File: src/design/dbab_pkg.sv
// Shared types, constants and the loop-counter advance function of the affine double buffer.
`default_nettype none

package dbab_pkg;

    // Defaults of the top-level parameters.
    localparam int DEPTH_DEF      = 1024;
    localparam int DIMS_DEF       = 6;
    localparam int PORTS_DEF      = 2;
    localparam int DATA_WIDTH_DEF = 16;

    // Register field layout.
    localparam int FIELD_W    = 10;
    localparam int MAX_DIMS   = 6;
    localparam int LANES      = 2;
    localparam int RANGES_W   = MAX_DIMS * FIELD_W;
    localparam int STARTS_W   = LANES * FIELD_W;
    localparam int CFG_DATA_W = RANGES_W;
    localparam int CFG_INDEX_W = 3;

    // Register indexes.
    localparam logic [CFG_INDEX_W-1:0] REG_WRITE_RANGES  = 3'd0;
    localparam logic [CFG_INDEX_W-1:0] REG_WRITE_STRIDES = 3'd1;
    localparam logic [CFG_INDEX_W-1:0] REG_WRITE_STARTS  = 3'd2;
    localparam logic [CFG_INDEX_W-1:0] REG_READ_RANGES   = 3'd3;
    localparam logic [CFG_INDEX_W-1:0] REG_READ_STRIDES  = 3'd4;
    localparam logic [CFG_INDEX_W-1:0] REG_READ_STARTS   = 3'd5;

    // Request codes.
    localparam int REQ_W = 2;
    localparam logic [REQ_W-1:0] REQ_WRITE   = 2'd0;
    localparam logic [REQ_W-1:0] REQ_READ    = 2'd1;
    localparam logic [REQ_W-1:0] REQ_RESTART = 2'd2;

    // Payload widths.
    localparam int DATA_FIELD_W = 16;
    localparam int TDATA_W      = LANES * DATA_FIELD_W;
    localparam int TUSER_OUT_W  = 3;

    // Address arithmetic: a product of two fields and the full lane sum.
    localparam int PROD_W = 2 * FIELD_W;
    localparam int SUM_W  = 23;

    // Result queue depth; it covers the pipeline plus slack for a full rate.
    localparam int OUTQ_DEPTH = 16;

    typedef enum logic [1:0] {
        OP_NONE,
        OP_WRITE,
        OP_READ
    } op_t;

    typedef logic [MAX_DIMS-1:0][FIELD_W-1:0] cnt_vec_t;

    typedef struct packed {
        op_t                     op;
        logic                    bank;
        logic [DATA_FIELD_W-1:0] data0;
        logic [DATA_FIELD_W-1:0] data1;
        logic                    valid_res;
        logic                    rejected;
        logic                    swapped;
    } item_t;

    typedef struct packed {
        logic [DATA_FIELD_W-1:0] data_out_0;
        logic [DATA_FIELD_W-1:0] data_out_1;
        logic                    valid_res;
        logic                    rejected;
        logic                    swapped;
    } result_t;

    typedef struct packed {
        cnt_vec_t cnt;
        logic     wrap;
    } adv_t;

    // Steps a counter nest by one, innermost dimension first. A zero range acts as one,
    // and a counter whose next value reaches or passes its range wraps and carries.
    function automatic adv_t advance(input cnt_vec_t cnt, input logic [RANGES_W-1:0] ranges,
                                     input int dims);
        adv_t               res;
        logic               carry;
        logic [FIELD_W-1:0] rng;
        logic [FIELD_W:0]   nxt;
        res.cnt = cnt;
        carry   = 1'b1;
        for (int d = 0; d < MAX_DIMS; d++)
        begin
            rng = ranges[d*FIELD_W +: FIELD_W];
            if (rng == '0)
            begin
                rng = FIELD_W'(1);
            end
            nxt = {1'b0, cnt[d]} + (FIELD_W+1)'(1);
            if (carry && (d < dims))
            begin
                if (nxt < {1'b0, rng})
                begin
                    res.cnt[d] = nxt[FIELD_W-1:0];
                    carry      = 1'b0;
                end
                else
                begin
                    res.cnt[d] = '0;
                end
            end
        end
        res.wrap = carry;
        return res;
    endfunction

endpackage

`default_nettype wire

File: src/design/dbab_ctrl.sv
// Loop counters, done flags and bank swap control for the affine double buffer.
`default_nettype none

module dbab_ctrl
    import dbab_pkg::*;
#(
    parameter int DIMS = DIMS_DEF
)
(
    input  wire logic                    clk,
    input  wire logic                    rst_n,
    input  wire logic                    in_valid,
    input  wire logic [REQ_W-1:0]        req_type,
    input  wire logic [DATA_FIELD_W-1:0] data0,
    input  wire logic [DATA_FIELD_W-1:0] data1,
    input  wire logic [RANGES_W-1:0]     write_ranges,
    input  wire logic [RANGES_W-1:0]     read_ranges,
    output item_t                        item,
    output cnt_vec_t                     cnt
);

    cnt_vec_t wcnt_reg, wcnt_next;
    cnt_vec_t rcnt_reg, rcnt_next;
    logic     wfin_reg, wfin_next;
    logic     rfin_reg, rfin_next;
    logic     front_reg, front_next;
    logic     once_reg, once_next;

    cnt_vec_t wcnt_base;
    logic     wfin_base;
    adv_t     wadv;
    adv_t     radv;
    op_t      op;
    logic     rej;
    logic     sw;
    logic     bank;

    always_comb
    begin
        // A restart clears the write nest before the access is judged.
        wcnt_base = wcnt_reg;
        wfin_base = wfin_reg;
        if (req_type == REQ_RESTART)
        begin
            wcnt_base = '0;
            wfin_base = 1'b0;
        end
        wadv = advance(wcnt_base, write_ranges, DIMS);
        radv = advance(rcnt_reg, read_ranges, DIMS);

        wcnt_next  = wcnt_reg;
        rcnt_next  = rcnt_reg;
        wfin_next  = wfin_reg;
        rfin_next  = rfin_reg;
        front_next = front_reg;
        once_next  = once_reg;
        op         = OP_NONE;
        rej        = 1'b0;
        bank       = front_reg;
        cnt        = '0;

        case (req_type)
            REQ_WRITE, REQ_RESTART:
            begin
                wcnt_next = wcnt_base;
                wfin_next = wfin_base;
                if (wfin_base)
                begin
                    rej = 1'b1;
                end
                else
                begin
                    op        = OP_WRITE;
                    bank      = ~front_reg;
                    cnt       = wcnt_base;
                    wcnt_next = wadv.cnt;
                    wfin_next = wadv.wrap;
                end
            end
            REQ_READ:
            begin
                if (rfin_reg)
                begin
                    rej = 1'b1;
                end
                else
                begin
                    op        = OP_READ;
                    cnt       = rcnt_reg;
                    rcnt_next = radv.cnt;
                    rfin_next = radv.wrap;
                end
            end
            default:
            begin
                rej = 1'b0;
            end
        endcase

        // Both nests done: swap banks and start both over.
        sw = (op != OP_NONE) && wfin_next && rfin_next;
        if (sw)
        begin
            front_next = ~front_reg;
            wcnt_next  = '0;
            rcnt_next  = '0;
            wfin_next  = 1'b0;
            rfin_next  = 1'b0;
            once_next  = 1'b1;
        end

        item.op        = op;
        item.bank      = bank;
        item.data0     = data0;
        item.data1     = data1;
        item.valid_res = once_next;
        item.rejected  = rej;
        item.swapped   = sw;
    end

    always_ff @(posedge clk or negedge rst_n)
    begin
        if (!rst_n)
        begin
            wcnt_reg  <= '0;
            rcnt_reg  <= '0;
            wfin_reg  <= 1'b0;
            rfin_reg  <= 1'b0;
            front_reg <= 1'b0;
            once_reg  <= 1'b0;
        end
        else if (in_valid)
        begin
            wcnt_reg  <= wcnt_next;
            rcnt_reg  <= rcnt_next;
            wfin_reg  <= wfin_next;
            rfin_reg  <= rfin_next;
            front_reg <= front_next;
            once_reg  <= once_next;
        end
    end

endmodule

`default_nettype wire

File: config.mk
export PLATFORM = sky130hd
export DESIGN_NAME = dbab_ctrl
export DESIGN_NICKNAME = d
export VERILOG_FILES = /design/src/design/dbab_pkg.sv /design/src/design/dbab_ctrl.sv
export SDC_FILE = /design/constraint.sdc
export NUM_CORES = 1
export LEC_CHECK = 0
export BUFFER_PORTS_ARGS = -buffer_cell sky130_fd_sc_hd__buf_2
export CORE_ASPECT_RATIO = 1.75
export CORE_MARGIN = 2
export CORE_UTILIZATION = 50
export DETAILED_ROUTE_END_ITERATION = 12
export GPL_TIMING_DRIVEN = 0
export PLACE_DENSITY = 0.74
export SLEW_MARGIN = 20
export SYNTH_ARGS = -nofsm -noshare
export SYNTH_HDL_FRONTEND = slang
export SYNTH_SLANG_ARGS = --single-unit
File: constraint.sdc
create_clock -name clk -period 11.4 [get_ports clk]
set_clock_uncertainty 0.15 [all_clocks]
set_input_delay 1.14 -clock clk [delete_from_list [all_inputs] [get_ports clk]]
set_output_delay 1.14 -clock clk [all_outputs]
set_load 0.02 [all_outputs]
==> results by group <==
Drt
  • Routed wire per std cell: 19.7 um
  • ANT nets after route: 0
  • Total wire length: 40.5 mm
  • DR iter-0 viols: between 900 and 1000
  • Iteration count of the initial detailed-routing pass: 9
  • Drt drc: 0
  • Vias per inst: slightly above 6
  • Routed vias: between 10000 and 15000

Timing
  • Final min period: slightly below 10 ns
  • RSZ-0062 raised after global routing: no
  • Fmax: between 100 and 150 MHz
  • Final setup fails: 0
  • Setup tns final: 0 ns
  • Rel. slew slack: ~24%
  • Pins Over Slew Limit: 0
  • Fin crit share: a little under nine tenths
  • Hold Fails Final Rpt: 0
  • Actual slew at the worst max-slew pin: around 1.1 ns

Yosys
  • Post-synthesis register bit count: between 100 and 150
  • Number of synthesized flops with an enable pin: 0
  • Top FF cell, synth: dfrtp_1
  • Share of flip-flops with an asynchronous set or reset: between 90% and 100%
  • Post-synthesis net count: 1772
  • Post-synthesis cell area: approximately 0.012 mm2
  • Distinct cell type count after synthesis: 76
  • Post-synthesis cell count: 1497
  • Top cells by area, synth: dfrtp_1 26%, ha_1 12%, a22o_1 5.8%, nand2_1 5.0%, o21ai_0 4.8%
  • Proportion of synthesized chip area in sequential cells: a little over a quarter
  • Post-synth top area share: 26.1%
  • Most area-hungry cell type in the Yosys netlist: dfrtp_1
  • Syn Area/Cell: 7.93 um2
  • Synthesis Warnings: 0

Worst setup path
  • Reg-to-Reg Start: wcnt_reg[20]
  • FF-to-FF path depth: 18
  • Slowest stage cell, crit path: clkbuf_1
  • CP cell instances: buf_2 -> nand2b_1 -> buf_2 -> buf_2 -> buf_1 -> clkbuf_1 -> clkbuf_1 -> clkbuf_1 -> and2_1 -> ha_1 -> nand4_1 -> nor2_1 -> xnor2_1 -> ha_1 -> nand3_1 -> or4_1 -> a41o_1 -> o211ai_1 -> nand4_4 -> nor3_4 -> o22ai_4 -> inv_2 -> buf_4 -> buf_2
  • Worst reg2reg endpoint: wcnt_reg[12]
  • R2R Setup Slk: between 5 and 6 ns
  • Arr. time, crit path: roughly 8.5 ns
  • Worst Path Max Fanout: 10
  • Critical path class: primary input to output pin
  • Max stage delay on crit path: roughly 0.68 ns
  • CP most frequent cell: buf_2
  • CP Capture Type: output pin
  • CP startpoint kind: primary input
  • Required time worst endpoint: just over 10 ns

Global route
  • Overflow after GRT: 0
  • GRT Util Overall: approximately a third
  • First-pass GRT wire length: 63.0 mm
  • Largest net degree at the start of global routing: between 60 and 70
  • Antenna violations before repair: 1
  • Vias in the first global route: between 10000 and 15000

CTS
  • Clk pin slew, worst setup/hold paths: around 0.06 ns
  • # Post-CTS Setup Buffers: 0
  • Worst-case clock buffer depth: 2
  • Root Buffer: clkbuf_16
  • CTS sink count: between 100 and 150
  • H-tree depth: 4
  • Post-CTS resize count: 0
  • CTS tree: yes
  • CTS buffer count: 17
  • Cts hold-fix bufs: 0
  • Worst-Skew Late Latency: roughly 0.44 ns

Worst hold path
  • Worst hold start: once_reg
  • HP Class: flip-flop to flip-flop
  • Hold endpoint: once_reg
  • WHS Path Cells: 1

Power and ir drop
  • Int Pwr: 889 uW
  • Sw Ratio: 30.4%
  • Pleak: around 7.2 nW
  • Flop pwr share: a little under two fifths
  • Combinational share of power: a little under a fifth
  • Sw Pwr: 389 uW
  • Power share of the clock group: 44.7%
  • Max IR drop VDD: between 0.09 and 0.1 mV
  • Pwr per Cell Area: 91.2 mW/mm2
  • Overall Power: around 1.3 mW

Final layout
  • Final instance area: approximately 0.014 mm2
  • Number of fill cells: roughly 2200
  • Post-layout nets: ~2000
  • Multi-input gate area: 0.00770 mm2
  • Layout cell share with drive strength beyond 1: ~19%
  • Commonest non-fill, non-tap cell in the layout: buf_2
  • Register area: between 0.003 and 0.004 mm2
  • Area growth, synth to finish: 18.0%
  • Most frequent cells in the layout: 237 x buf_2, 159 x nand2_1, 135 x inv_1, 124 x dfrtp_1, 118 x ha_1

Floorplan
  • Core footprint: between 0.02 and 0.025 mm2
  • FP Rows: 74
  • Initial core utilization: 50.9%
  • Die Ht: between 200 and 250 um
  • # IOs: 255
  • Die area: roughly 0.025 mm2
  • Horiz. Die Dim: approximately 120 um

Outcome
  • Status: completed

Placed design
  • Post-DP Area: roughly 0.013 mm2
  • Port Buf Inserts: between 200 and 250
  • RePlAce Congestion: about 1
  • Hpwl dp: about 32 mm

Job
  • Max-cap violations: 0
-- layer usage --
metal	global-route usage (%)	routed length (um)
met3	4.09	2770
met1	35.7	14500
met5	0	0
met2	55.5	20100
met4	22.4	3060
-- cells in the mapped netlist, drive strengths merged, types with 6 or more instances --
cell	n
a31oi	12
or2	11
nor3	29
inv	136
nand4	15
xor2	44
o21ai	118
o22ai	7
nand3	89
ha	118
buf	57
a22o	78
a211oi	8
clkbuf	52
dfrtp	124
nand2b	37
and2	12
a32o	23
a22oi	12
nor4b	7
a21o	21
a21oi	50
nor2b	8
o31ai	8
nor2	98
o211ai	6
nand2	160
a32oi	6
xnor2	42
and3	23
o41ai	8
nor4	22
-- worst max path at each step --
stage	startpoint	endpoint	slack [ns]
finish	req_type[0]	item[0]	1.59
global route	req_type[0]	item[0]	1.58
CTS	req_type[0]	item[0]	1.86
detailed placement	req_type[0]	item[0]	1.91
global placement	req_type[0]	item[0]	1.97
floorplan	req_type[1]	item[0]	4.23
-- power groups by stage --
| stage | clock [mW] | combinational [mW] | sequential (mW) |
|---|---|---|---|
| floorplan | 0 | 0.140 | 0.472 |
| global placement | 0 | 0.223 | 0.479 |
| detailed placement | 0 | 0.230 | 0.479 |
| CTS | 0.572 | 0.232 | 0.471 |
| global route | 0.588 | 0.257 | 0.474 |
| finish | 0.572 | 0.234 | 0.473 |
-- worst max-delay path, delay by kind of cell --
family | cells | cell delay [ns]
AOI/OAI and AO/OA | 3 | 0.80
adders and majority gates | 2 | 0.57
and+or+nand+nor | 8 | 2.15
xor gates and xnor gates | 1 | 0.12
buffers and inverters | 10 | 3.70
-- through the flow --
step	worst slack, ns	instances	util (%)	hold WS (ns)
2_1_floorplan	4.23	1497	-	0.275
3_3_place_gp	1.97	2022	57.3	0.290
3_5_place_dp	1.91	2023	57.4	0.302
4_1_cts	1.86	2055	60.0	0.319
5_1_grt	1.58	2055	60.0	0.342
6_report	1.59	2056	60.1	0.316
-- cell type report --
class	instances	share of cell area (%)
diodes	1	0.0179
plain buffers	109	4.05
clock buffers	18	3.13
clock inverters	14	1.21
inverters	136	3.64
multi-input cells	1128	54.9
flip-flops and latches	124	22.1
well taps	304	2.71
repair buffers	222	8.16
-- logic make-up (layout without fill, tap and decap cells) --
logic type               Yosys count  after routing  synth area share, %
AO/OA/AOI/OAI                    394            394                 23.9
buffers and inverters            245            499                 9.07
multiplexers                       2              2                0.179
other                              0              1                    0
XOR/XNOR                          86             86                 6.34
flip-flops                       124            124                 26.1
AND/OR/NAND/NOR                  528            528                 22.0
adder cells (fa/ha/maj)          118            118                 12.4
Power figures use the tool's default switching activity.
