--- src/design/dbab_pkg.sv ---
// Shared types, constants and the loop-counter advance function of the affine double buffer.
`default_nettype none

package dbab_pkg;

    // Defaults of the top-level parameters.
    localparam int DEPTH_DEF      = 1024;
    localparam int DIMS_DEF       = 6;
    localparam int PORTS_DEF      = 2;
    localparam int DATA_WIDTH_DEF = 16;

    // Register field layout.
    localparam int FIELD_W    = 10;
    localparam int MAX_DIMS   = 6;
    localparam int LANES      = 2;
    localparam int RANGES_W   = MAX_DIMS * FIELD_W;
    localparam int STARTS_W   = LANES * FIELD_W;
    localparam int CFG_DATA_W = RANGES_W;
    localparam int CFG_INDEX_W = 3;

    // Register indexes.
    localparam logic [CFG_INDEX_W-1:0] REG_WRITE_RANGES  = 3'd0;
    localparam logic [CFG_INDEX_W-1:0] REG_WRITE_STRIDES = 3'd1;
    localparam logic [CFG_INDEX_W-1:0] REG_WRITE_STARTS  = 3'd2;
    localparam logic [CFG_INDEX_W-1:0] REG_READ_RANGES   = 3'd3;
    localparam logic [CFG_INDEX_W-1:0] REG_READ_STRIDES  = 3'd4;
    localparam logic [CFG_INDEX_W-1:0] REG_READ_STARTS   = 3'd5;

    // Request codes.
    localparam int REQ_W = 2;
    localparam logic [REQ_W-1:0] REQ_WRITE   = 2'd0;
    localparam logic [REQ_W-1:0] REQ_READ    = 2'd1;
    localparam logic [REQ_W-1:0] REQ_RESTART = 2'd2;

    // Payload widths.
    localparam int DATA_FIELD_W = 16;
    localparam int TDATA_W      = LANES * DATA_FIELD_W;
    localparam int TUSER_OUT_W  = 3;

    // Address arithmetic: a product of two fields and the full lane sum.
    localparam int PROD_W = 2 * FIELD_W;
    localparam int SUM_W  = 23;

    // Result queue depth; it covers the pipeline plus slack for a full rate.
    localparam int OUTQ_DEPTH = 16;

    typedef enum logic [1:0] {
        OP_NONE,
        OP_WRITE,
        OP_READ
    } op_t;

    typedef logic [MAX_DIMS-1:0][FIELD_W-1:0] cnt_vec_t;

    typedef struct packed {
        op_t                     op;
        logic                    bank;
        logic [DATA_FIELD_W-1:0] data0;
        logic [DATA_FIELD_W-1:0] data1;
        logic                    valid_res;
        logic                    rejected;
        logic                    swapped;
    } item_t;

    typedef struct packed {
        logic [DATA_FIELD_W-1:0] data_out_0;
        logic [DATA_FIELD_W-1:0] data_out_1;
        logic                    valid_res;
        logic                    rejected;
        logic                    swapped;
    } result_t;

    typedef struct packed {
        cnt_vec_t cnt;
        logic     wrap;
    } adv_t;

    // Steps a counter nest by one, innermost dimension first. A zero range acts as one,
    // and a counter whose next value reaches or passes its range wraps and carries.
    function automatic adv_t advance(input cnt_vec_t cnt, input logic [RANGES_W-1:0] ranges,
                                     input int dims);
        adv_t               res;
        logic               carry;
        logic [FIELD_W-1:0] rng;
        logic [FIELD_W:0]   nxt;
        res.cnt = cnt;
        carry   = 1'b1;
        for (int d = 0; d < MAX_DIMS; d++)
        begin
            rng = ranges[d*FIELD_W +: FIELD_W];
            if (rng == '0)
            begin
                rng = FIELD_W'(1);
            end
            nxt = {1'b0, cnt[d]} + (FIELD_W+1)'(1);
            if (carry && (d < dims))
            begin
                if (nxt < {1'b0, rng})
                begin
                    res.cnt[d] = nxt[FIELD_W-1:0];
                    carry      = 1'b0;
                end
                else
                begin
                    res.cnt[d] = '0;
                end
            end
        end
        res.wrap = carry;
        return res;
    endfunction

endpackage

`default_nettype wire

--- src/design/dbab_addr.sv ---
// Address pipeline: stride products, lane sums and reduction modulo the bank depth.
`default_nettype none

module dbab_addr
    import dbab_pkg::*;
#(
    parameter int DEPTH = DEPTH_DEF,
    parameter int DIMS  = DIMS_DEF
)
(
    input  wire logic                                  clk,
    input  wire logic                                  rst_n,
    input  wire logic                                  in_valid,
    input  wire item_t                                 in_item,
    input  wire cnt_vec_t                              in_cnt,
    input  wire logic [RANGES_W-1:0]                   write_strides,
    input  wire logic [STARTS_W-1:0]                   write_starts,
    input  wire logic [RANGES_W-1:0]                   read_strides,
    input  wire logic [STARTS_W-1:0]                   read_starts,
    output logic                                       out_valid,
    output item_t                                      out_item,
    output logic      [LANES-1:0][$clog2(DEPTH)-1:0]   out_addr
);

    localparam int AW      = $clog2(DEPTH);
    localparam int RW      = AW + 1;
    localparam int DEPTH_W = $clog2(DEPTH + 1);
    localparam logic [SUM_W-1:0]   RECIP   = SUM_W'((1 << SUM_W) / DEPTH);
    localparam logic [DEPTH_W-1:0] DEPTH_C = DEPTH_W'(DEPTH);
    localparam logic [RW-1:0]      DEPTH_R = RW'(DEPTH);

    logic v2_reg, v3_reg, v4_reg, v5_reg, v6_reg;
    item_t item2_reg, item3_reg, item4_reg, item5_reg, item6_reg;
    cnt_vec_t cnt2_reg;

    logic [MAX_DIMS-1:0][PROD_W-1:0] prod3_reg, prod3_next;
    logic [LANES-1:0][SUM_W-1:0]     x4_reg, x4_next;
    logic [LANES-1:0][SUM_W-1:0]     x5_reg;
    logic [LANES-1:0][SUM_W-1:0]     q5_reg, q5_next;
    logic [LANES-1:0][RW-1:0]        r6_reg, r6_next;

    logic [RANGES_W-1:0]          stride_sel;
    logic [STARTS_W-1:0]          start_sel;
    logic [SUM_W-1:0]             base;
    logic [2*SUM_W-1:0]           recip_prod [LANES];
    logic [SUM_W+DEPTH_W-1:0]     qd_prod [LANES];
    logic [SUM_W-1:0]             diff [LANES];

    // Stride products.
    always_comb
    begin
        stride_sel = (item2_reg.op == OP_READ) ? read_strides : write_strides;
        for (int d = 0; d < MAX_DIMS; d++)
        begin
            if (d < DIMS)
            begin
                prod3_next[d] = {{FIELD_W{1'b0}}, cnt2_reg[d]}
                              * {{FIELD_W{1'b0}}, stride_sel[d*FIELD_W +: FIELD_W]};
            end
            else
            begin
                prod3_next[d] = '0;
            end
        end
    end

    // Lane sums: base address plus the start offset of each lane.
    always_comb
    begin
        start_sel = (item3_reg.op == OP_READ) ? read_starts : write_starts;
        base = '0;
        for (int d = 0; d < MAX_DIMS; d++)
        begin
            base = base + SUM_W'(prod3_reg[d]);
        end
        for (int p = 0; p < LANES; p++)
        begin
            x4_next[p] = base + SUM_W'(start_sel[p*FIELD_W +: FIELD_W]);
        end
    end

    // Quotient estimate by the reciprocal; it is exact or one short.
    always_comb
    begin
        for (int p = 0; p < LANES; p++)
        begin
            recip_prod[p] = {{SUM_W{1'b0}}, x4_reg[p]} * {{SUM_W{1'b0}}, RECIP};
            q5_next[p]    = recip_prod[p][2*SUM_W-1:SUM_W];
        end
    end

    // Remainder estimate, below twice the depth.
    always_comb
    begin
        for (int p = 0; p < LANES; p++)
        begin
            qd_prod[p] = {{DEPTH_W{1'b0}}, q5_reg[p]} * {{SUM_W{1'b0}}, DEPTH_C};
            diff[p]    = x5_reg[p] - qd_prod[p][SUM_W-1:0];
            r6_next[p] = diff[p][RW-1:0];
        end
    end

    // Final correction.
    always_comb
    begin
        for (int p = 0; p < LANES; p++)
        begin
            if (r6_reg[p] >= DEPTH_R)
            begin
                out_addr[p] = AW'(r6_reg[p] - DEPTH_R);
            end
            else
            begin
                out_addr[p] = r6_reg[p][AW-1:0];
            end
        end
    end

    assign out_valid = v6_reg;
    assign out_item  = item6_reg;

    always_ff @(posedge clk or negedge rst_n)
    begin
        if (!rst_n)
        begin
            v2_reg <= 1'b0;
            v3_reg <= 1'b0;
            v4_reg <= 1'b0;
            v5_reg <= 1'b0;
            v6_reg <= 1'b0;
        end
        else
        begin
            v2_reg <= in_valid;
            v3_reg <= v2_reg;
            v4_reg <= v3_reg;
            v5_reg <= v4_reg;
            v6_reg <= v5_reg;
        end
    end

    always_ff @(posedge clk)
    begin
        item2_reg <= in_item;
        cnt2_reg  <= in_cnt;
        item3_reg <= item2_reg;
        prod3_reg <= prod3_next;
        item4_reg <= item3_reg;
        x4_reg    <= x4_next;
        item5_reg <= item4_reg;
        x5_reg    <= x4_reg;
        q5_reg    <= q5_next;
        item6_reg <= item5_reg;
        r6_reg    <= r6_next;
    end

endmodule

`default_nettype wire

--- config.mk ---
export PLATFORM = sky130hd
export DESIGN_NAME = dbab_addr
export DESIGN_NICKNAME = d
export VERILOG_FILES = /design/src/design/dbab_pkg.sv /design/src/design/dbab_addr.sv
export SDC_FILE = /design/constraint.sdc
export NUM_CORES = 1
export LEC_CHECK = 0
export ABC_CLOCK_PERIOD_IN_PS = 5450
export BUFFER_PORTS_ARGS = -buffer_cell sky130_fd_sc_hd__buf_2
export CAP_MARGIN = 10
export CORE_AREA = 3 3 165 231
export CTS_BUF_LIST = sky130_fd_sc_hd__clkbuf_4
export DETAILED_ROUTE_END_ITERATION = 6
export DIE_AREA = 0 0 168 234
export PLACE_DENSITY = 0.81
export SLEW_MARGIN = 20
export SYNTH_ARGS = -nofsm -noshare
export SYNTH_HDL_FRONTEND = slang
export SYNTH_SLANG_ARGS = --single-unit
--- constraint.sdc ---
create_clock -name clk -period 5.45 [get_ports clk]
set_clock_uncertainty 0.15 [all_clocks]
set_input_delay 1.09 -clock clk [delete_from_list [all_inputs] [get_ports clk]]
set_output_delay 1.09 -clock clk [all_outputs]
set_load 0.01 [all_outputs]
==> impl_summary.md <==
Global route
The global-route met1 utilization is 21.6%. The overall routing resource usage is 20.6%. The initial antenna violation count is 1. The first global-routing pass estimated 64200 um of wire. The most crowded layer after global routing is met2. The number of global-route vias before repair is 13774. Global routing finished with a remaining overflow of 0. The met2 track demand over resource in global routing is 39.3%. Global routing used 3.71% of the available met3 tracks.

The maximum number of pins on one net before global-route repair is 15.

Synth
Summing the sequential cell areas from Yosys gives 39.6% of the chip area. The cell count after synthesis came out at 1712. The number of nets produced by synthesis is 2312. Summing every instance area after synthesis gives 0.0190 sq mm. The synthesis warning total is 0.

The synthesized design contains 375 register bits. The count of cell types in the netlist is 38. The synthesized area per cell is 11.1 sq um.

Final layout
For this run, the share of the core covered by cells in the final layout is 62.6%. The fraction of final layout cells with drive strength greater than 1 is 25.8%. The most common cell after layout, fill and taps aside is dfxtp_1. Compared with the post-synthesis result, the final layout area differs by 18.6%.

The count of filler cells inserted in the layout is 2809. The non-filler instance count after layout is 2671. After the last flow step, the layout net total stands at 2743. The cell area after layout is 0.0225 sq mm.

The library cells used most frequently in the layout, excluding fill and tap cells, are dfxtp_1, buf_2, inv_1, nand2_1, ha_1.

Routing
The via density per instance is 4.75. For this block, the initial DRC count from the detailed router was 263. Detailed routing inserted a total of 12696 vias. After detailed routing, the average wire length per cell comes to 14.9 um. The first-pass iteration count of the detailed router is 5. The number of remaining DRC errors is 0.

In this run the remaining antenna-violating nets after routing total 0. The routed wire length is 39800 um.

Critical path
The count of cells along the worst register-to-register path is 18. The signal arrival time at the worst endpoint is 5.77 ns. The launching instance or port of the critical path is item2_reg[36]. The worst setup path is of the flop to flop kind. The kind of cell adding the most delay to the critical path is adder cells. The beginning of the worst register-to-register path is item2_reg[36].

The total buffers and inverters traversed by the critical path is 4. The endpoint required time on the critical path is 6.00 ns. On the worst path, the slowest cell contributes a delay of 0.49 ns.

The worst setup slack for register-to-register paths is 0.23 ns. The signal on the critical path passes through and2b_2 > buf_6 > buf_4 > mux2_4 > and2_1 > fa_1 > inv_1 > fa_1 > inv_1 > fa_1 > fa_1 > fa_1 > xnor2_1 > xnor2_1 > xnor2_1 > xnor2_1 > xnor3_1 > xnor2_1. The worst register-to-register path ends at prod3_reg[29]. The critical path capture point type is a flop. STA classifies the critical path startpoint as a flop.

Along the worst path, the maximum fanout reaches 7. The highest-delay cell along the critical path is fa_1.

Placement
The placed cell area is 0.0214 sq mm. The port buffer count is 319. The last weighted congestion value of the routability-driven placer is 0.884. Including well taps, the total number of placed cells is 2513. At the placement stage, the worst setup path has a slack of -0.198 ns. The placed wire-length estimate after detailed placement is 32200 um.

CTS
The number of levels the H-tree was split into is 3. The number of clock buffers added by TritonCTS is 88. The TritonCTS clock tree is built. The cell chosen for the clock root is clkbuf_4. Clock-pin slew was measured on the worst setup and hold paths at 0.07 ns. The clock passes through at most 3 buffers.

CTS saw 375 sinks. The insertion delay to the later sink of the worst-skew pair is 0.82 ns.

STA
For the pin with the worst max-slew slack, the measured transition is 0.599 ns. The peak clock frequency supported by timing is 0.191 GHz. Setup repair after global routing left no endpoint under its margin. The number of endpoints with negative hold slack in the final report is 0. The total of endpoints with negative setup slack in the final report is 0.

Setup slack closes at 0.227 ns. The worst path needs 5.22 ns of the cycle, external delays included. The number of slew-limit violations in the final report is 0. The headroom to the max-slew limit is 59.9%.

The final critical path takes up 95.8% of the cycle.

Die
In this run the core area contains 82 standard-cell rows. In this run the vertical extent of the chip is 234 um. The region available for standard cell placement spans 0.0360 sq mm. The overall die area is 0.0393 sq mm. For this design the top-level I/O count stands at 320.

Measured along the x axis, the die boundary spans 168 um. For this configuration, the core starts out at a cell density of 52.8%.

Min path
The path with the worst hold slack has its endpoint at item3_reg[29]. The startpoint of the tightest hold check path is item2_reg[29]. Along the worst hold path, the cell count comes to 0.

The path class of the tightest hold or removal check is flop to flop.

Flow run
The number of maximum-capacitance violations is 0.

Run status
The run finished with clean final reports.
-- Yosys cell counts --
| master | instances | area, sq um |
|---|---|---|
| dfxtp_1 | 370 | 7410 |
| inv_1 | 278 | 1040 |
| nand2_1 | 204 | 766 |
| ha_1 | 170 | 2130 |
| fa_1 | 169 | 3380 |
| xnor2_1 | 132 | 1160 |
| and2_1 | 88 | 551 |
| a21oi_1 | 49 | 245 |
| mux2_2 | 45 | 507 |
| nor2b_1 | 34 | 213 |
| xor2_1 | 21 | 184 |
| a21o_1 | 18 | 135 |
| mux2i_1 | 16 | 160 |
| o21bai_1 | 15 | 113 |
| mux2_4 | 14 | 210 |
| nand2b_1 | 13 | 81.3 |
| o21ai_0 | 11 | 55.1 |
| nor2_1 | 8 | 30.0 |
| xnor3_1 | 6 | 135 |
| and3_1 | 5 | 31.3 |
| buf_6 | 5 | 56.3 |
| clkbuf_1 | 5 | 18.8 |
| dfrtp_1 | 5 | 125 |
| a31oi_1 | 4 | 25.0 |
| nand3_1 | 4 | 20.0 |
| xnor2_2 | 4 | 65.1 |
| buf_2 | 3 | 15.0 |
| a2bb2oi_1 | 2 | 17.5 |
| and3_4 | 2 | 22.5 |
| nand2_2 | 2 | 12.5 |
| o211a_1 | 2 | 20.0 |
| o311ai_0 | 2 | 17.5 |
| a31oi_2 | 1 | 12.5 |
| and2b_1 | 1 | 7.51 |
| buf_1 | 1 | 3.75 |
| nand2_4 | 1 | 11.3 |
| nand2b_4 | 1 | 13.8 |
| o21a_1 | 1 | 7.51 |
-- cells by family (layout without fill, tap and decap cells) --
| group | after synthesis | count (layout) | share of synthesized area [%] |
|---|---|---|---|
| DFF | 375 | 375 | 39.6 |
| and+or+nand+nor | 363 | 363 | 9.26 |
| adders and majority gates | 339 | 339 | 29.0 |
| buffers and inverters | 292 | 788 | 5.98 |
| xor gates and xnor gates | 163 | 163 | 8.10 |
| AOI/OAI and AO/OA | 105 | 105 | 3.41 |
| muxes | 75 | 75 | 4.62 |
| other | 0 | 1 | 0 |
-- layer usage --
| metal | part of all wire (%) | routed length, um |
|---|---|---|
| met1 | 37 | 14700 |
| met2 | 54 | 21700 |
| met3 | 5.2 | 2070 |
| met4 | 3.5 | 1410 |
| met5 | 0 | 0 |
-- area by class of cell --
cell class	count	area, sq um	share of cell area, %
diodes	1	2.50	0.0111
clock buffers	127	953	4.23
clock inverters	28	194	0.861
inverters	278	1040	4.63
multi-input cells	1045	10300	45.9
flip-flops and latches	375	7530	33.4
well taps	462	578	2.56
repair buffers	355	1890	8.37
-- worst max path at each step --
stage	slack, ns	cells past startpoint	endpoint
5_1_grt	0.04	18	prod3_reg[29]
3_3_place_gp	-0.19	16	prod3_reg[29]
2_1_floorplan	0.008	15	prod3_reg[29]
4_1_cts	0.005	20	prod3_reg[9]
6_report	0.23	18	prod3_reg[29]
3_5_place_dp	-0.20	16	prod3_reg[29]
-- through the flow --
step                      hold slack (ns)  setup TNS (ns)
after floorplan                     0.160               0
after global placement              0.160          -0.251
after detailed placement            0.162          -0.537
after CTS                           0.132               0
after global routing                0.123               0
final                               0.129               0
-- what timing repair did --
| item | 4_1_cts | 5_1_grt |
|---|---|---|
| buffers inserted | 0 | 2 |
| gates resized for setup | 0 | 4 |
| setup endpoints to repair | 0 | 3 |
| endpoints found under the hold margin | 5 | 0 |
| hold buffers | 1 | 0 |
Power is left out: the tool's default activity adds up to more than one toggle a clock period on the data nets, which glitch-free logic cannot reach.
