File: config.mk
export PLATFORM = sky130hd
export DESIGN_NAME = dbab_outq
export DESIGN_NICKNAME = d
export VERILOG_FILES = /design/src/design/dbab_pkg.sv /design/src/design/dbab_outq.sv
export SDC_FILE = /design/constraint.sdc
export NUM_CORES = 1
export LEC_CHECK = 0
export ABC_AREA = 0
export BUFFER_PORTS_ARGS = -buffer_cell sky130_fd_sc_hd__buf_2
export CAP_MARGIN = 10
export CORE_ASPECT_RATIO = 0.5
export CORE_MARGIN = 2
export CORE_UTILIZATION = 35
export CTS_CLUSTER_SIZE = 12
export DETAILED_ROUTE_END_ITERATION = 7
export PLACE_DENSITY_LB_ADDON = 0.08
export SLEW_MARGIN = 5
export SYNTH_ARGS = -nofsm -noshare
export SYNTH_HDL_FRONTEND = slang
export SYNTH_SLANG_ARGS = --single-unit
File: constraint.sdc
create_clock -name clk -period 4.55 [get_ports clk]
set_input_delay 0.91 -clock clk [delete_from_list [all_inputs] [get_ports clk]]
set_output_delay 0.91 -clock clk [all_outputs]
set_load 0.1 [all_outputs]
File: src/design/dbab_pkg.sv
// Shared types, constants and the loop-counter advance function of the affine double buffer.
`default_nettype none

package dbab_pkg;

    // Defaults of the top-level parameters.
    localparam int DEPTH_DEF      = 1024;
    localparam int DIMS_DEF       = 6;
    localparam int PORTS_DEF      = 2;
    localparam int DATA_WIDTH_DEF = 16;

    // Register field layout.
    localparam int FIELD_W    = 10;
    localparam int MAX_DIMS   = 6;
    localparam int LANES      = 2;
    localparam int RANGES_W   = MAX_DIMS * FIELD_W;
    localparam int STARTS_W   = LANES * FIELD_W;
    localparam int CFG_DATA_W = RANGES_W;
    localparam int CFG_INDEX_W = 3;

    // Register indexes.
    localparam logic [CFG_INDEX_W-1:0] REG_WRITE_RANGES  = 3'd0;
    localparam logic [CFG_INDEX_W-1:0] REG_WRITE_STRIDES = 3'd1;
    localparam logic [CFG_INDEX_W-1:0] REG_WRITE_STARTS  = 3'd2;
    localparam logic [CFG_INDEX_W-1:0] REG_READ_RANGES   = 3'd3;
    localparam logic [CFG_INDEX_W-1:0] REG_READ_STRIDES  = 3'd4;
    localparam logic [CFG_INDEX_W-1:0] REG_READ_STARTS   = 3'd5;

    // Request codes.
    localparam int REQ_W = 2;
    localparam logic [REQ_W-1:0] REQ_WRITE   = 2'd0;
    localparam logic [REQ_W-1:0] REQ_READ    = 2'd1;
    localparam logic [REQ_W-1:0] REQ_RESTART = 2'd2;

    // Payload widths.
    localparam int DATA_FIELD_W = 16;
    localparam int TDATA_W      = LANES * DATA_FIELD_W;
    localparam int TUSER_OUT_W  = 3;

    // Address arithmetic: a product of two fields and the full lane sum.
    localparam int PROD_W = 2 * FIELD_W;
    localparam int SUM_W  = 23;

    // Result queue depth; it covers the pipeline plus slack for a full rate.
    localparam int OUTQ_DEPTH = 16;

    typedef enum logic [1:0] {
        OP_NONE,
        OP_WRITE,
        OP_READ
    } op_t;

    typedef logic [MAX_DIMS-1:0][FIELD_W-1:0] cnt_vec_t;

    typedef struct packed {
        op_t                     op;
        logic                    bank;
        logic [DATA_FIELD_W-1:0] data0;
        logic [DATA_FIELD_W-1:0] data1;
        logic                    valid_res;
        logic                    rejected;
        logic                    swapped;
    } item_t;

    typedef struct packed {
        logic [DATA_FIELD_W-1:0] data_out_0;
        logic [DATA_FIELD_W-1:0] data_out_1;
        logic                    valid_res;
        logic                    rejected;
        logic                    swapped;
    } result_t;

    typedef struct packed {
        cnt_vec_t cnt;
        logic     wrap;
    } adv_t;

    // Steps a counter nest by one, innermost dimension first. A zero range acts as one,
    // and a counter whose next value reaches or passes its range wraps and carries.
    function automatic adv_t advance(input cnt_vec_t cnt, input logic [RANGES_W-1:0] ranges,
                                     input int dims);
        adv_t               res;
        logic               carry;
        logic [FIELD_W-1:0] rng;
        logic [FIELD_W:0]   nxt;
        res.cnt = cnt;
        carry   = 1'b1;
        for (int d = 0; d < MAX_DIMS; d++)
        begin
            rng = ranges[d*FIELD_W +: FIELD_W];
            if (rng == '0)
            begin
                rng = FIELD_W'(1);
            end
            nxt = {1'b0, cnt[d]} + (FIELD_W+1)'(1);
            if (carry && (d < dims))
            begin
                if (nxt < {1'b0, rng})
                begin
                    res.cnt[d] = nxt[FIELD_W-1:0];
                    carry      = 1'b0;
                end
                else
                begin
                    res.cnt[d] = '0;
                end
            end
        end
        res.wrap = carry;
        return res;
    endfunction

endpackage

`default_nettype wire

File: src/design/dbab_outq.sv
// Result queue that decouples the fixed-latency pipeline from the output handshake.
`default_nettype none

module dbab_outq
    import dbab_pkg::*;
#(
    parameter int DEPTH = OUTQ_DEPTH
)
(
    input  wire logic    clk,
    input  wire logic    rst_n,
    input  wire logic    push,
    input  wire result_t push_data,
    input  wire logic    pop,
    output logic         out_valid,
    output result_t      head_data
);

    localparam int PW = $clog2(DEPTH);
    localparam int CW = $clog2(DEPTH + 1);

    result_t        entries_reg [DEPTH];
    logic [PW-1:0]  wr_ptr_reg, wr_ptr_next;
    logic [PW-1:0]  rd_ptr_reg, rd_ptr_next;
    logic [CW-1:0]  count_reg, count_next;
    logic           do_pop;

    assign do_pop = pop && (count_reg != '0);

    always_comb
    begin
        wr_ptr_next = wr_ptr_reg;
        rd_ptr_next = rd_ptr_reg;
        count_next  = count_reg;
        if (push)
        begin
            wr_ptr_next = (wr_ptr_reg == PW'(DEPTH - 1)) ? '0 : wr_ptr_reg + PW'(1);
        end
        if (do_pop)
        begin
            rd_ptr_next = (rd_ptr_reg == PW'(DEPTH - 1)) ? '0 : rd_ptr_reg + PW'(1);
        end
        case ({push, do_pop})
            2'b10:   count_next = count_reg + CW'(1);
            2'b01:   count_next = count_reg - CW'(1);
            default: count_next = count_reg;
        endcase
    end

    always_ff @(posedge clk or negedge rst_n)
    begin
        if (!rst_n)
        begin
            wr_ptr_reg <= '0;
            rd_ptr_reg <= '0;
            count_reg  <= '0;
        end
        else
        begin
            wr_ptr_reg <= wr_ptr_next;
            rd_ptr_reg <= rd_ptr_next;
            count_reg  <= count_next;
        end
    end

    always_ff @(posedge clk)
    begin
        if (push)
        begin
            entries_reg[wr_ptr_reg] <= push_data;
        end
    end

    assign out_valid = (count_reg != '0);
    assign head_data = entries_reg[rd_ptr_reg];

endmodule

`default_nettype wire

==> results.md, run 1 <==
- Nets: 1233
- Post-CTS Hold Fix Bufs: 0
- PortBufs: between 70 and 80
- Yosys cell types: 36
- Final WL: 54700 um
- # rows: 65
- Worst-path maximum fanout: 42
- First-pass GRT wire length: 79500 um
- Final Setup Violations: 0
- Fmax: 0.246 GHz
- Post-Route Skew: 13.4 ps
- Fin crit period: 4070 ps
- Comb power frac: 39.7%
- DR WL/cell: between 20 and 30 um
- Req. time, crit path: 3640 ps
- Die area: ~66000 um2
- Clk root buf: clkbuf_16
- Critical Path Max Stage Delay: 780 ps
- Fraction of layout cells with a size suffix above 1: 31.5%
- Largest net degree at the start of global routing: 58
- CTS HTree Levels: 2
- # diodes: 0
- PostCTS Resize Cnt: 0
- Area Overhead vs Synth: 14.2%
- Post-route clock period utilization: 89.4%
- Flop and latch count out of synthesis: 573
- Clock sink count: 573
- Overall Power: 18.0 mW
- # DRC: 0
- Internal power: 10.8 mW
- Grt ovf: 0
- Die Wd: 362 um
- Gpl congestion: 0.717
- Worst-path cell with the longest stage delay: dfrtp_4
- Worst slew margin: 39.3%
- Status: finished clean
- R2R setup slack: between 1500 and 2000 ps
- Warnings from Yosys: 0
- Switch Pwr: 7.14 mW
- Sw frac: 39.7%
- Reg-to-reg critical path endpoint: count_reg[4]
- WP depth: 6
- Ys async rst share: 2.27%
- Clock tree buffer depth: 3
- Clock network power share: roughly 23%
- Worst skew pair latency: 590 ps
- Final hold vios: 0
- Synth Area per Inst: 21.0 um2
- Final setup TNS: 0 ps
- Sequential fraction of the synthesis area: between 70% and 80%
- Delay-heaviest family, CP: flip-flops
- TritonCTS clock tree: built
- VDD IR-drop max: approximately 0.38 mV
- Effective utilization at floorplan: between 30% and 40%
- Vias: 10700
- Initial antenna violation count: 1
- 1st-iter DRT viols: 1039
- Cells along the critical path: buf_12 > mux2_2 > o221ai_1 > o21ai_1 > a221o_1 > buf_2
- CP Launch Type: flip-flop
- EDFF count, synth: 560
- WS Path Type: reg -> out
- Least-Margin Pin Slew: 908 ps
- Leakage power: 8.16 nW
- Register share of total power: 37.1%
- Synth Flop Type: edfxtp_1
- Synth Net Count: 1117
- Worst path bufs/invs: 2
- Total GRT Usage: 16.7%
- Fin. max-slew vios: 0
- Number of flip-flops under the largest register name: 560
- RR Startpoint: count_reg[0]
- RSZ-0062 raised after global routing: no
- Worst-path clk slew: 60 ps
- Type of the most critical hold path: in -> async
- Vias in the first global route: 11400
- Mapped Area: 22400 um2
- Pwr/cell area: 703 nW/um2
- CP arrival: 3160 ps
- Die H: 183 um
- TritonRoute pass-1 iters: 5
- Setup crit start: rd_ptr_reg[1]
- Core box area: 63200 um2
- DR vias/cell: 5.24
- # fillers: 5565
- Boundary Pins: 75
- Routed Antenna Nets: 0
- Crit. End Element: output pin
- Cells on worst reg2reg path: 10
- Cells after Synth: 1068
- CTS buffer count: 55
- Critical Path End: head_data[8]
- Max-Cap Viols: 0
- Post-DP HPWL: a little under 30000 um
- Post-CTS Setup Bufs: 0
==> metrics by stage <==
step / hold slack (ps) / utilization, % / instances / setup WS, ps / instance area [um2]
after detailed placement: 491 / 38.0 / 1964 / 1060 / 24000
final: 224 / 40.5 / 2044 / 482 / 25600
after global routing: 208 / 40.5 / 2044 / 297 / 25600
after floorplan: 446 / - / 1068 / 347 / 22400
after CTS: 196 / 40.5 / 2044 / 410 / 25600
after global placement: 464 / 38.0 / 1964 / 1060 / 24000
==> per-layer routing <==
metal	GRT usage (%)	up-vias	part of all wire, %
met5	0	-	0.029
met4	2.87	2	1.2
met3	2.70	57	4.0
met2	25.8	193	45
met1	25.3	5841	49
li1	-	4622	-
==> placed cells by master (no fill, tap or decap), types with 3 or more instances in the layout <==
cell,count
buf_4,34
dfrtp_4,3
buf_2,74
xnor2_1,5
a221o_1,35
nor2_4,15
clkbuf_1,17
buf_12,10
nor2b_1,36
nand2_1,13
dfrtp_1,9
mux4_2,105
mux2_2,70
o221ai_1,34
o21ai_0,8
clkbuf_16,57
o21ai_1,35
a21oi_1,4
inv_1,42
edfxtp_1,560
ha_1,9
nand2b_1,5
==> power groups by stage <==
stage	clock network, mW	registers [mW]	logic [mW]
2_1_floorplan	0	6.55	5.72
3_3_place_gp	0	6.76	7.25
3_5_place_dp	0	6.78	7.26
4_1_cts	4.30	6.67	7.27
5_1_grt	4.51	6.71	7.58
6_report	4.17	6.67	7.14
==> synth_stat cells (2+ instances only) <==
cell | count | area share (%)
inv_1 | 42 | 0.70
clkbuf_1 | 22 | 0.37
buf_4 | 6 | 0.20
xnor2_1 | 5 | 0.20
o21ai_1 | 35 | 0.78
a221o_1 | 35 | 1.6
ha_1 | 9 | 0.50
nor3_1 | 3 | 0.067
o221ai_1 | 34 | 1.3
mux4_2 | 105 | 11
xor2_1 | 2 | 0.078
nor2b_1 | 36 | 1.0
mux2_2 | 70 | 3.5
buf_6 | 12 | 0.60
dfrtp_1 | 13 | 1.5
nor2_1 | 17 | 0.28
a21oi_1 | 4 | 0.089
nand2b_1 | 6 | 0.17
nand2_1 | 13 | 0.22
o21ai_0 | 8 | 0.18
edfxtp_1 | 560 | 75
buf_2 | 17 | 0.38
==> cell families after synthesis <==
family | Yosys count | share of synthesized area, %
buf+inv | 101 | 2.36
mux | 177 | 14.2
flops | 573 | 76.5
fa+ha+maj | 10 | 0.592
xor+xnor | 7 | 0.274
simple gates | 79 | 1.88
compound gates | 121 | 4.15
==> layout make-up <==
class | instances | area, um2 | share of cell area (%)
Timing Repair Buffer | 118 | 826 | 3.23
Clock buffer | 75 | 1500 | 5.88
Tap cell | 837 | 1050 | 4.09
Multi-Input combinational cell | 394 | 4850 | 19.0
Sequential cell | 573 | 17200 | 67.0
Clock inverter | 5 | 47.5 | 0.186
Inverter | 42 | 158 | 0.616
==> worst min-delay path by stage <==
stage / startpoint / to / slack, ps / depth (start not counted)
floorplan: count_reg[4] / count_reg[4] / 450 / 1
global placement: count_reg[4] / count_reg[4] / 460 / 1
detailed placement: count_reg[4] / count_reg[4] / 490 / 1
CTS: rst_n / count_reg[1] / 200 / 1
global route: rst_n / count_reg[0] / 210 / 1
finish: rst_n / count_reg[1] / 220 / 1
No activity file was read; power rests on OpenSTA's default activity.
==> run 2, diff against run 1 <==
--- a/config.mk
+++ b/config.mk
@@ -8,6 +8,8 @@
 export ABC_AREA = 0
 export BUFFER_PORTS_ARGS = -buffer_cell sky130_fd_sc_hd__buf_2
 export CAP_MARGIN = 10
+export CELL_PAD_IN_SITES_DETAIL_PLACEMENT = 1
+export CELL_PAD_IN_SITES_GLOBAL_PLACEMENT = 2
 export CORE_ASPECT_RATIO = 0.5
 export CORE_MARGIN = 2
 export CORE_UTILIZATION = 35
==> run 2 against run 1 <==
Compared with the run above:
- sequential share of layout area up 0.21 points
- final cell count fell by 0.44%
- combinational power about the same
- first-iteration DRC count fell by 31%
- clock skew grew 2.3 ps
- critical path type unchanged
- critical endpoint is now head_data[13]
- largest cell class unchanged
- highest routed layer is now met4
==> results.md, run 2 (same netlist as run 1, synthesis figures left out) <==
- Status: finished clean
- Overall Power: 17.9 mW (-0.33%)
- Total GRT Usage: 17.4% (+0.71 points)
- Number of flip-flops under the largest register name: 560 (unchanged)
- Sw frac: 40.2% (+0.49 points)
- Boundary Pins: 75 (unchanged)
- Worst-path maximum fanout: 38 (-9.5%)
- Cells along the critical path: buf_12 > mux2_2 > o221ai_1 > o21ai_1 > a221o_1 > buf_2
- Initial antenna violation count: 0 (-1)
- Leakage power: 8.11 nW (-0.64%)
- Final hold vios: 0 (unchanged)
- Grt ovf: 0 (unchanged)
- DR vias/cell: 5.28 (+0.63%)
- Most common cell after layout, fill and taps aside: edfxtp_1
- Dpl cells: 1958 (-0.31%)
- Worst path bufs/invs: 2 (unchanged)
- Fin. max-slew vios: 0 (unchanged)
- Internal power: 10.7 mW (-1.1%)
- Post-CTS Hold Fix Bufs: 0 (unchanged)
- GR Layer Usage met3: 2.81% (+0.11 points)
- Delay-heaviest family, CP: flip-flops
- Gpl congestion: 0.678 (-5.5%)
- Cells on worst reg2reg path: 10 (unchanged)
- Fmax: 0.238 GHz (-3.4%)
- CTS buffer count: 55 (unchanged)
- # DRC: 0 (unchanged)
- Register share of total power: 37.4% (+0.3 points)
- Core box area: 63200 um2 (unchanged)
- Die H: 183 um (unchanged)
- Largest net degree at the start of global routing: 52 (-10%)
- Clock tree buffer depth: 3 (unchanged)
- Routed Antenna Nets: 0 (unchanged)
- Nets: 1227 (-0.49%)
- Clk root buf: clkbuf_16
- Worst-path cell with the longest stage delay: dfrtp_4
- 1st-iter DRT viols: 714 (-31%)
- Area Overhead vs Synth: 13.9%
- RR Startpoint: count_reg[1]
- Fin crit period: 4210 ps (+141 ps)
- Final WL: 56600 um (+3.4%)
- Comb power frac: 39.7% (about the same)
- CP Launch Type: flip-flop
- GR Util met1: 25.0% (-0.36 points)
- TritonRoute pass-1 iters: 5 (unchanged)
- Fraction of layout cells with a size suffix above 1: 31.1% (-0.35 points)
- CTS HTree Levels: 2 (unchanged)
- Post-Route Skew: 15.7 ps (+2.32 ps)
- Post-CTS Setup Bufs: 0 (unchanged)
- CP arrival: 3300 ps (+140 ps)
- TritonCTS clock tree: built
- Die Wd: 362 um (unchanged)
- RSZ-0062 raised after global routing: no
- WS Path Type: reg -> out
- GRT busiest layer: met2
- Post-route clock period utilization: 92.5% (+3.1 points)
- PostCTS Resize Cnt: 0 (unchanged)
- Reg-to-reg critical path endpoint: count_reg[4]
- # fillers: 5897 (+6.0%)
- PortBufs: 74 (unchanged)
- Vias: 10700 (+0.19%)
- Final setup TNS: 0 ps (unchanged)
- Req. time, crit path: 3640 ps (about the same)
- Vias in the first global route: 11900 (+4.3%)
- Crit. End Element: output pin
- Pwr/cell area: 703 nW/um2 (about the same)
- Worst slew margin: 40.6% (+1.3 points)
- Worst-path clk slew: 60 ps (about the same)
- # rows: 65 (unchanged)
- First-pass GRT wire length: 83100 um (+4.6%)
- Critical Path Max Stage Delay: 850 ps (+70 ps)
- Least-Margin Pin Slew: 891 ps (-17.3 ps)
- Clock network power share: 22.9% (-0.3 points)
- Max-Cap Viols: 0 (unchanged)
- R2R setup slack: 1840 ps (+200 ps)
- Clock sink count: 573 (unchanged)
- Post-DP HPWL: 29800 um (about the same)
- Worst setup margin: 341 ps (-141 ps)
- Cell area after layout: 25500 um2 (-0.32%)
- Worst skew pair latency: 600 ps (about the same)
- Most frequent cells in the layout: 560 x edfxtp_1, 105 x mux4_2, 74 x buf_2
- Met2 usage: 28.4% (+2.6 points)
- Effective utilization at floorplan: 35.4% (unchanged)
- Post-route insts no fill: 2035 (-0.44%)
- Die area: 66100 um2 (unchanged)
- Switch Pwr: 7.20 mW (+0.91%)
- # diodes: 0 (unchanged)
- Type of the most critical hold path: in -> async
- Post-DP Area: 24000 um2 (-0.14%)
- DP Worst Slack: 912 ps (-146 ps)
- Final Setup Violations: 0 (unchanged)
- VDD IR-drop max: 0.384 mV (+0.13%)
- DR WL/cell: 27.8 um (+3.9%)
run 2: changes by cell type in the layout (fill, tap and decap cells not counted):
| cell | before | now |
|---|---|---|
| buf_12 | 10 | 11 |
| buf_4 | 34 | 27 |
| bufinv_16 | 1 | 0 |
| clkbuf_1 | 17 | 11 |
| clkbuf_16 | 57 | 56 |
| clkbuf_8 | 1 | 0 |
| clkinv_1 | 2 | 6 |
| clkinv_2 | 2 | 1 |
| clkinv_8 | 0 | 1 |
| clkinvlp_4 | 0 | 1 |
| inv_6 | 0 | 1 |
run 2: worst max path at each step:
stage / startpoint / endpoint / slack (ps) / cells after the start
5_1_grt: rd_ptr_reg[1] / head_data[13] / 160 / 6
3_3_place_gp: rd_ptr_reg[1] / head_data[17] / 970 / 6
3_5_place_dp: rd_ptr_reg[1] / head_data[13] / 910 / 6
2_1_floorplan: push / entries_reg[3][0] / 350 / 3
6_report: rd_ptr_reg[1] / head_data[13] / 340 / 6
4_1_cts: rd_ptr_reg[1] / head_data[13] / 250 / 6
run 2: cell type report:
cell class | instances | area [um2] | share of cell area (%)
clock inverters | 10 | 60.1 | 0.235
flip-flops and latches | 573 | 17200 | 67.3
inverters | 42 | 158 | 0.618
multi-input cells | 394 | 4850 | 19.0
clock buffers | 67 | 1440 | 5.66
well taps | 837 | 1050 | 4.11
repair buffers | 112 | 793 | 3.11
run 2: stage by stage:
| stage | utilization [%] | hold slack (ps) |
|---|---|---|
| floorplan | - | 446 |
| global placement | 38.0 | 467 |
| detailed placement | 38.0 | 475 |
| CTS | 40.4 | 206 |
| global route | 40.4 | 212 |
| finish | 40.4 | 229 |
run 2: routing by layer:
| layer | vias to the layer above | wire length [um] |
|---|---|---|
| met5 | - | 0 |
| met4 | 0 | 810 |
| met3 | 69 | 1940 |
| met2 | 174 | 27000 |
| met1 | 5883 | 26900 |
| li1 | 4609 | - |
run 2: power groups by stage:
stage | Sequential, mW | Clock, mW | Combinational (mW)
floorplan | 6.55 | 0 | 5.72
global placement | 6.81 | 0 | 7.24
detailed placement | 6.84 | 0 | 7.28
CTS | 6.73 | 4.22 | 7.30
global route | 6.76 | 4.43 | 7.55
finish | 6.71 | 4.10 | 7.12
